### src/sv/i2cebm_pkg.sv
// ----------------------------------------------------------------------------
// i2cebm_pkg
// Shared constants for the I2C EEPROM byte master: sequencer step codes,
// field widths and control byte bits.
// ----------------------------------------------------------------------------
package i2cebm_pkg;

  localparam int StepW  = 4;
  localparam int CntW   = 4;
  localparam int PhaseW = 2;
  localparam int ByteW  = 8;
  localparam int DevW   = 7;

  typedef logic [StepW-1:0]  step_t;
  typedef logic [CntW-1:0]   cnt_t;
  typedef logic [PhaseW-1:0] phase_t;
  typedef logic [ByteW-1:0]  byte_t;
  typedef logic [DevW-1:0]   dev_t;

  localparam step_t STEP_IDLE   = 4'd0;
  localparam step_t STEP_START1 = 4'd1;
  localparam step_t STEP_CTRLW  = 4'd2;
  localparam step_t STEP_ADDR   = 4'd3;
  localparam step_t STEP_DATA   = 4'd4;
  localparam step_t STEP_START2 = 4'd5;
  localparam step_t STEP_CTRLR  = 4'd6;
  localparam step_t STEP_READ   = 4'd7;
  localparam step_t STEP_STOP   = 4'd8;

  localparam cnt_t  BITS_PER_BYTE = 4'd8;
  localparam dev_t  DEV_ADDR_RST  = 7'h50;
  localparam logic  RD_BIT        = 1'b1;
  localparam logic  WR_BIT        = 1'b0;

endpackage

### src/sv/i2c_eeprom_byte_master.sv
// ----------------------------------------------------------------------------
// i2c_eeprom_byte_master
// Bit-level I2C master for a 256-byte serial EEPROM: byte write and random
// byte read, one bus phase per input beat.
// ----------------------------------------------------------------------------
// Each input beat is one bus delay tick and yields exactly one output beat
// with the SCL/SDA levels for that tick, busy, done and the last read byte.
// The sequencer state and the output beat are both updated in the cycle the
// input beat is taken, so one beat is accepted per clock while the output
// register is empty or its beat is taken; a beat that is not taken is held
// there and blocks further input beats until it is taken. A byte write takes
// 3 + 3*18 + 4 ticks; a random read 3 + 2*18 + 3 + 18 + 18 + 4 ticks.
// ACK bits from the slave are clocked with SDA released and not checked.
// ----------------------------------------------------------------------------
module i2c_eeprom_byte_master
  import i2cebm_pkg::*;
(
  input  logic        clk,
  input  logic        rst_n,
  input  logic        cfg_wr_en,
  input  logic [6:0]  cfg_wr_data,
  input  logic        in_valid,
  output logic        in_ready,
  input  logic        in_start_request,
  input  logic        in_func,
  input  logic [7:0]  in_word_address,
  input  logic [7:0]  in_write_data,
  input  logic        in_sda_sample,
  output logic        out_valid,
  input  logic        out_ready,
  output logic        out_scl_level,
  output logic        out_sda_release,
  output logic        out_busy_res,
  output logic        out_done_res,
  output logic [7:0]  out_read_data
);

  dev_t   dev_addr_r;
  step_t  step_r,  step_nxt;
  cnt_t   cnt_r,   cnt_nxt;
  phase_t phase_r, phase_nxt;
  byte_t  shift_r, shift_nxt;
  logic   op_r,    op_nxt;
  byte_t  addr_r,  addr_nxt;
  byte_t  data_r,  data_nxt;
  byte_t  rx_r,    rx_nxt;

  logic   out_valid_r;
  logic   scl_r, scl_nxt;
  logic   sda_r, sda_nxt;
  logic   busy_r, busy_nxt;
  logic   done_r, done_nxt;

  logic   take;
  byte_t  ctrl;

  assign in_ready = !out_valid_r || out_ready;
  assign take     = in_valid && in_ready;
  assign ctrl     = {dev_addr_r, WR_BIT};

  always_comb begin
    step_t  st;
    phase_t ph;
    cnt_t   ct;
    byte_t  sh;
    st        = step_r;
    ph        = phase_r;
    ct        = cnt_r;
    sh        = shift_r;
    op_nxt    = op_r;
    addr_nxt  = addr_r;
    data_nxt  = data_r;
    rx_nxt    = rx_r;
    scl_nxt   = 1'b1;
    sda_nxt   = 1'b1;
    busy_nxt  = 1'b1;
    done_nxt  = 1'b0;

    if (st > STEP_STOP) begin
      st = STEP_IDLE;
    end
    if (st == STEP_IDLE) begin
      if (in_start_request) begin
        op_nxt   = in_func;
        addr_nxt = in_word_address;
        data_nxt = in_write_data;
        st       = STEP_START1;
        ph       = '0;
        ct       = '0;
      end else begin
        busy_nxt = 1'b0;
      end
    end

    step_nxt  = st;
    phase_nxt = ph;
    cnt_nxt   = ct;
    shift_nxt = sh;

    case (st)
      STEP_START1, STEP_START2: begin
        if (ph == 2'd0) begin
          scl_nxt = (st == STEP_START1);
          sda_nxt = 1'b1;
        end else begin
          scl_nxt = 1'b1;
          sda_nxt = !ph[1];
        end
        if (ph < 2'd2) begin
          phase_nxt = ph + 2'd1;
        end else begin
          step_nxt  = (st == STEP_START1) ? STEP_CTRLW : STEP_CTRLR;
          shift_nxt = (st == STEP_START1) ? ctrl : {dev_addr_r, RD_BIT};
          cnt_nxt   = '0;
          phase_nxt = '0;
        end
      end
      STEP_CTRLW, STEP_ADDR, STEP_DATA, STEP_CTRLR: begin
        scl_nxt = ph[0];
        if (ct < BITS_PER_BYTE) begin
          sda_nxt = sh[ByteW-1];
          if (ph[0]) begin
            shift_nxt = {sh[ByteW-2:0], 1'b0};
            cnt_nxt   = ct + 4'd1;
            phase_nxt = '0;
          end else begin
            phase_nxt = 2'd1;
          end
        end else begin
          sda_nxt = 1'b1;
          if (!ph[0]) begin
            phase_nxt = 2'd1;
          end else begin
            cnt_nxt   = '0;
            phase_nxt = '0;
            case (st)
              STEP_CTRLW: begin
                step_nxt  = STEP_ADDR;
                shift_nxt = addr_r;
              end
              STEP_ADDR: begin
                if (op_r) begin
                  step_nxt = STEP_START2;
                end else begin
                  step_nxt  = STEP_DATA;
                  shift_nxt = data_r;
                end
              end
              STEP_DATA: begin
                step_nxt  = STEP_STOP;
                shift_nxt = '0;
              end
              default: begin
                step_nxt  = STEP_READ;
                shift_nxt = '0;
              end
            endcase
          end
        end
      end
      STEP_READ: begin
        scl_nxt = ph[0];
        sda_nxt = 1'b1;
        if (!ph[0]) begin
          phase_nxt = 2'd1;
        end else if (ct < BITS_PER_BYTE) begin
          shift_nxt = {sh[ByteW-2:0], in_sda_sample};
          cnt_nxt   = ct + 4'd1;
          if (ct == BITS_PER_BYTE - 4'd1) begin
            rx_nxt = {sh[ByteW-2:0], in_sda_sample};
          end
          phase_nxt = '0;
        end else begin
          step_nxt  = STEP_STOP;
          shift_nxt = '0;
          cnt_nxt   = '0;
          phase_nxt = '0;
        end
      end
      STEP_STOP: begin
        scl_nxt = ph[1];
        sda_nxt = (ph == 2'd0) || (ph == 2'd3);
        if (ph == 2'd3) begin
          done_nxt  = 1'b1;
          step_nxt  = STEP_IDLE;
          phase_nxt = '0;
          cnt_nxt   = '0;
        end else begin
          phase_nxt = ph + 2'd1;
        end
      end
      default: begin
      end
    endcase
  end

  always_ff @(posedge clk) begin
    if (!rst_n) begin
      dev_addr_r  <= DEV_ADDR_RST;
      step_r      <= STEP_IDLE;
      cnt_r       <= '0;
      phase_r     <= '0;
      shift_r     <= '0;
      op_r        <= 1'b0;
      addr_r      <= '0;
      data_r      <= '0;
      rx_r        <= '0;
      out_valid_r <= 1'b0;
    end else begin
      if (cfg_wr_en) begin
        dev_addr_r <= cfg_wr_data;
      end
      if (take) begin
        step_r  <= step_nxt;
        cnt_r   <= cnt_nxt;
        phase_r <= phase_nxt;
        shift_r <= shift_nxt;
        op_r    <= op_nxt;
        addr_r  <= addr_nxt;
        data_r  <= data_nxt;
        rx_r    <= rx_nxt;
        out_valid_r <= 1'b1;
      end else if (out_ready) begin
        out_valid_r <= 1'b0;
      end
    end
  end

  always_ff @(posedge clk) begin
    if (take) begin
      scl_r  <= scl_nxt;
      sda_r  <= sda_nxt;
      busy_r <= busy_nxt;
      done_r <= done_nxt;
    end
  end

  assign out_valid       = out_valid_r;
  assign out_scl_level   = scl_r;
  assign out_sda_release = sda_r;
  assign out_busy_res    = busy_r;
  assign out_done_res    = done_r;
  assign out_read_data   = rx_r;

endmodule

### config.mk
export PLATFORM = sky130hd
export DESIGN_NAME = i2c_eeprom_byte_master
export DESIGN_NICKNAME = d
export VERILOG_FILES = /design/src/sv/i2cebm_pkg.sv /design/src/sv/i2c_eeprom_byte_master.sv
export SDC_FILE = /design/constraint.sdc
export NUM_CORES = 1
export LEC_CHECK = 0
export ABC_AREA = 0
export BUFFER_PORTS_ARGS = -buffer_cell sky130_fd_sc_hd__buf_2
export CORE_MARGIN = 1
export CORE_UTILIZATION = 35
export CTS_CLUSTER_DIAMETER = 50
export DETAILED_ROUTE_END_ITERATION = 10
export GPL_TIMING_DRIVEN = 0
export PLACE_DENSITY_LB_ADDON = 0.2
export SYNTH_ARGS = -nofsm -noshare
export SYNTH_HDL_FRONTEND = slang
export SYNTH_SLANG_ARGS = --single-unit
### constraint.sdc
create_clock -name clk -period 6 [get_ports clk]
set_clock_uncertainty 0.1 [all_clocks]
set_input_delay 1.2 -clock clk [delete_from_list [all_inputs] [get_ports clk]]
set_output_delay 1.2 -clock clk [all_outputs]
set_load 0.005 [all_outputs]
==> flow_summary.json, run 1 <==
{
  "hold_viol": 0,
  "fp.dieH_um": 92.9,
  "tightest_slew_ns": 0.953,
  "ys_ff_latch": 55,
  "synth_edf_count": 4,
  "dominantRegCellSynth": "dfxtp_1",
  "synth_top_family_by_area": "compound AO/OA/AOI/OAI gates",
  "cp-end-kind": "register",
  "htreeDepth": 2,
  "final.period_utilization": 0.596,
  "gp_congestion": 0.814,
  "hpwl_mm": 5.52,
  "fin_setup_tns_ns": 0,
  "synth_mux_area_frac": 0.0904,
  "via_count": 2689,
  "critical_path_class": "in2reg",
  "fmax_ghz": 0.280,
  "rsz0062_at_grt": "no",
  "p_total_uw": 752,
  "cp_max_fo": 10,
  "critPathRequiredTime_ns": 6.13,
  "busiest_layer": "met2",
  "cts.sinks": 55,
  "grt_pass1_wl_mm": 12.8,
  "ys_warn_count": 0,
  "antenna_cells": 0,
  "cts-root-buf": "clkbuf_8",
  "yosys.cell_types.count": 52,
  "routed_wl_mm": 7.63,
  "overflow": 0,
  "slew_headroom": 0.365,
  "initial_core_util": 0.369,
  "ir_drop_mv": 0.107,
  "cp.arrival_ns": 3.71,
  "use_met1": 0.237,
  "grt_max_degree": 19,
  "syn-num-nets": 386,
  "avgSynthCellArea_sq_um": 8.29,
  "synth_compound_area_frac": 0.226,
  "ff2ff_path_depth": 11,
  "core_sq_mm": 0.00785,
  "post_cts_buffers": 0,
  "async_flop_share": 0,
  "fp.dieW_um": 92.9,
  "holdPathStages": 2,
  "netlist_area_sq_mm": 0.00289,
  "drive_gt1_frac": 0.175,
  "num_rows": 32,
  "min_from": "addr_r[5]",
  "fillerInstances": 851,
  "finalSetupViolCount": 0,
  "track_usage": 0.186,
  "drc": 0,
  "r2r-start": "step_r[0]",
  "hold_buffers": 0,
  "vias_per_cell": 5.37,
  "crit_start": "in_start_request",
  "min_period_ns": 3.58,
  "cap_violations": 0,
  "synth_xor_xnor_area_share": 0.00606,
  "startpoint_type": "primary input",
  "grtUsageMet3": 0.0369,
  "drtAntennaViolNets": 0,
  "dieArea_sq_mm": 0.00863,
  "clk_pin_slew_worst_paths_ns": 0.11,
  "report.final.slew_viol_count": 0,
  "syn_to_final_growth_pct": 15.1,
  "io_pins": 45,
  "post_cts_resized": 0,
  "ys_seq_area_frac": 0.394,
  "drtPass1Iterations": 4,
  "synth_simple_gate_area_frac": 0.200,
  "status": "finished clean",
  "leakage_uw": 0.00132,
  "synth_cells": 349,
  "wl_per_cell_um": 15.2,
  "cts_buffers": 5,
  "clk_latency_ns": 0.32,
  "use_met2": 0.317,
  "cellPowerDensity_mw_per_mm2": 226,
  "ctsLongestPathBuffers": 2,
  "drt_iter0_markers": 102,
  "synth_adder_area_share": 0.0260,
  "antenna_found_initial": 0,
  "io_buffers": 42,
  "nets": 435,
  "tritoncts": "yes",
  "hp-class": "reg2reg",
  "first_global_vias": 2640
}
==> sequential cells by signal, indices dropped and copies added (netlist names) <==
name and count:
addr_r 8, cnt_r 4, data_r 8, dev_addr_r 7, op_r 1, out_busy_res 1, out_done_res 1, out_read_data 8
out_scl_level 1, out_sda_release 1, out_valid 1, phase_r 2, shift_r 8, step_r 4
==> logic make-up after synthesis <==
family	after synthesis
and+or+nand+nor	124
AOI/OAI and AO/OA	100
buffers and inverters	37
muxes	25
xor gates and xnor gates	2
DFF	55
adders and majority gates	6
==> cells in the mapped netlist (2+ instances only) <==
cell,count,share of area
dfxtp_1,51,0.35
a221oi_1,2,0.0061
o211ai_1,3,0.0078
clkbuf_1,20,0.026
nand3_1,6,0.010
ha_1,6,0.026
nand2b_1,4,0.0086
inv_1,10,0.013
a211oi_1,3,0.0078
nor2b_1,6,0.013
nor2_1,18,0.023
or2b_1,2,0.0052
nand4_1,3,0.0065
and3_1,3,0.0065
buf_6,3,0.012
nor3_1,5,0.0086
o21ai_0,12,0.021
buf_2,2,0.0035
edfxtp_1,4,0.042
a32oi_1,2,0.0061
or3_1,3,0.0065
o221ai_1,2,0.0061
mux2_2,9,0.035
and2_1,9,0.019
nand2_1,60,0.078
a21oi_1,42,0.073
a31oi_1,12,0.026
mux2i_1,16,0.055
a311oi_1,8,0.024
==> placed cells by master (no fill, tap or decap), types with 3 or more instances in the layout <==
cell type,synthesis,routed
o21ai_0,12,12
o211ai_1,3,3
mux2_2,9,9
dfxtp_1,51,51
nand2b_1,4,4
mux2i_1,16,16
buf_6,3,3
nor2_1,18,18
nor2b_1,6,6
ha_1,6,6
a311oi_1,8,8
or3_1,3,3
a21oi_1,42,42
clkbuf_1,20,20
nand4_1,3,3
edfxtp_1,4,4
buf_2,2,44
nand3_1,6,6
a31oi_1,12,12
nand2_1,60,60
a211oi_1,3,3
clkbuf_8,0,6
inv_1,10,10
and2_1,9,9
and3_1,3,3
nor3_1,5,5
==> through the flow <==
stage	util	instances	worst slack [ns]	instance area [sq um]	hold WS, ns
final	0.424	501	2.42	3330	0.364
after global routing	0.424	501	2.20	3330	0.382
after CTS	0.424	501	2.45	3330	0.365
after detailed placement	0.412	493	2.13	3230	0.348
after global placement	0.412	493	2.15	3230	0.345
after floorplan	-	349	2.72	2890	0.333
==> layer usage <==
metal	part of all wire	wire length, um
met4	0.016	121
met2	0.48	3630
met3	0.045	342
met1	0.46	3540
met5	0	0
==> power breakdown <==
group | internal (uW) | total (uW) | switching [uW] | leakage [uW]
clock | 97.1 | 231 | 134 | 0.0000522
combinational | 48.1 | 121 | 72.7 | 0.000814
sequential | 388 | 400 | 11.6 | 0.000453
==> critical path, cell delays in order <==
cell	delay (ns)
buf_2	0.16
nor2b_1	0.38
a21oi_1	0.14
clkbuf_1	0.30
and2_1	0.27
and3_1	0.19
ha_1	0.26
nand2b_1	0.15
a211oi_1	0.23
o221ai_1	0.16
a221oi_1	0.26
==> path summary, 6_finish.rpt <==
path	endpoint	slack [ns]
max	cnt_r[3]	2.42
min	addr_r[5]	0.36
max reg2reg	cnt_r[3]	2.68
min reg2reg	addr_r[5]	0.36
==> final cells by class <==
cell class / instances / area, sq um / area share
multi-input cells: 257 / 1590 / 0.477
flip-flops and latches: 55 / 1140 / 0.343
repair buffers: 42 / 210 / 0.0631
well taps: 102 / 128 / 0.0383
plain buffers: 26 / 123 / 0.0368
clock buffers: 6 / 82.6 / 0.0248
inverters: 11 / 41.3 / 0.0124
clock inverters: 2 / 17.5 / 0.00526
Power figures use the tool's default switching activity.
==> run 2: changes to the inputs <==
==> constraint.sdc (replaced) <==
create_clock -name clk -period 3.4 [get_ports clk]
set_clock_uncertainty 0.1 [all_clocks]
set_input_delay 0.68 -clock clk [delete_from_list [all_inputs] [get_ports clk]]
set_output_delay 0.68 -clock clk [all_outputs]
set_load 0.005 [all_outputs]
==> run 2 against run 1 <==
  * Hold slack did not move
  * Register-to-register slack worse by 2.4 ns
  * Sequential power rose by 76%
  * Global-route usage is the same
  * Clock power rose by 76%
  * Utilization grew 0.080 points
  * Total power rose by 77%
  * Count of clock-buffer cells in the layout is the same
  * Sequential share of layout area fell by 0.064 points
  * Largest cell class unchanged
  * Largest power group unchanged
==> flow_summary.json, run 2 (synthesis gave the netlist of run 1 again) <==
{
  "fmax_ghz": 0.319,
  "ir_drop_mv": 0.188,
  "post_cts_buffers": 0,
  "io_buffers": 42,
  "cp-end-kind": "register",
  "nets": 435,
  "status": "finished clean",
  "drc": 0,
  "io_pins": 45,
  "fp.dieH_um": 92.9,
  "final.period_utilization": 0.921,
  "via_count": 2660,
  "fillerInstances": 852,
  "report.final.slew_viol_count": 0,
  "startpoint_type": "register",
  "fin_setup_tns_ns": 0,
  "antenna_cells": 0,
  "cts-root-buf": "clkbuf_8",
  "clk_latency_ns": 0.32,
  "critPathRequiredTime_ns": 3.53,
  "hpwl_mm": 5.52,
  "syn_to_final_growth_pct": 15.4,
  "drive_gt1_frac": 0.175,
  "tightest_slew_ns": 0.949,
  "num_rows": 32,
  "pre_cts_ws_ns": 0.0481,
  "drtPass1Iterations": 4,
  "gp_congestion": 0.814,
  "reg2reg_setup_slack_ns": 0.27,
  "hold_buffers": 0,
  "rsz0062_at_grt": "no",
  "finish.instance_area_sq_mm": 0.00334,
  "antenna_found_initial": 0,
  "final_cell_mix": "60 x nand2_1, 51 x dfxtp_1, 44 x buf_2, 42 x a21oi_1, 20 x clkbuf_1",
  "critical_path_class": "reg2reg",
  "grt_pass1_wl_mm": 12.8,
  "finalSetupViolCount": 0,
  "drtAntennaViolNets": 0,
  "vias_per_cell": 5.31,
  "cap_violations": 0,
  "cellPowerDensity_mw_per_mm2": 398,
  "clk_pin_slew_worst_paths_ns": 0.11,
  "hp-class": "reg2reg",
  "worst_slack_ns": 0.268,
  "track_usage": 0.186,
  "cts_buffers": 5,
  "p_total_uw": 1330,
  "final_common_cell": "nand2_1",
  "cts.sinks": 55,
  "routed_wl_mm": 7.61,
  "wl_per_cell_um": 15.2,
  "drt_iter0_markers": 120,
  "ctsLongestPathBuffers": 2,
  "leakage_uw": 0.00132,
  "cp_max_fo": 10,
  "htreeDepth": 2,
  "grt_max_degree": 19,
  "slew_headroom": 0.367,
  "first_global_vias": 2640,
  "core_sq_mm": 0.00785,
  "cp.arrival_ns": 3.27,
  "initial_core_util": 0.369,
  "placed_area_sq_mm": 0.00323,
  "hold_viol": 0,
  "dieArea_sq_mm": 0.00863,
  "tritoncts": "yes",
  "fp.dieW_um": 92.9,
  "overflow": 0,
  "hold_ws_ns": 0.364,
  "min_period_ns": 3.13
}
==> run 2: final cells by class <==
type	instances	area, sq um	area share
Inverter	11	41.3	0.0124
Tap cell	102	128	0.0382
Buffer	26	123	0.0367
Clock buffer	6	82.6	0.0247
Sequential cell	55	1140	0.342
Timing Repair Buffer	42	210	0.0630
Multi-Input combinational cell	257	1590	0.478
Clock inverter	2	17.5	0.00525
==> run 2: where the power goes <==
group | switching, uW | leakage (uW) | internal (uW)
Clock | 236 | 0.0000522 | 171
Combinational | 129 | 0.000817 | 85.6
Sequential | 20.5 | 0.000453 | 684
Total | 385 | 0.00132 | 941
==> run 2: through the flow <==
step                      utilization  std cells
after floorplan                     -        349
after global placement          0.412        493
after detailed placement        0.412        493
after CTS                       0.424        501
after global routing            0.425        501
final                           0.425        501
==> run 2: timing repair <==
item / in CTS / in global routing
endpoints found under the hold margin: 0 / 0
resized for setup: 0 / 1
endpoints found under the setup margin: 0 / 9
==> run 2: worst paths after layout <==
path | start | to | cells after the start
worst max-delay path | step_r[0] | cnt_r[3] | 11
worst min-delay path | addr_r[5] | addr_r[5] | 2
worst max register to register | step_r[0] | cnt_r[3] | 11
worst min register to register | addr_r[5] | addr_r[5] | 2
==> run 2: critical path, cell delays in order, from the launching register on <==
cell and delay (ns):
dfxtp_1 0.34, buf_2 0.20, nor3_4 0.46, a21oi_1 0.14, clkbuf_1 0.29, and2_1 0.27, and3_1 0.19, ha_1 0.26
nand2b_1 0.15, a211oi_1 0.25, o221ai_1 0.16, a221oi_1 0.26
==> run 2: layer usage <==
metal	global-route usage	vias to the layer above	part of all wire
met5	0	-	0
met4	0.0526	0	0.015
met3	0.0369	11	0.044
met2	0.317	54	0.48
met1	0.237	1251	0.46
li1	-	1344	-
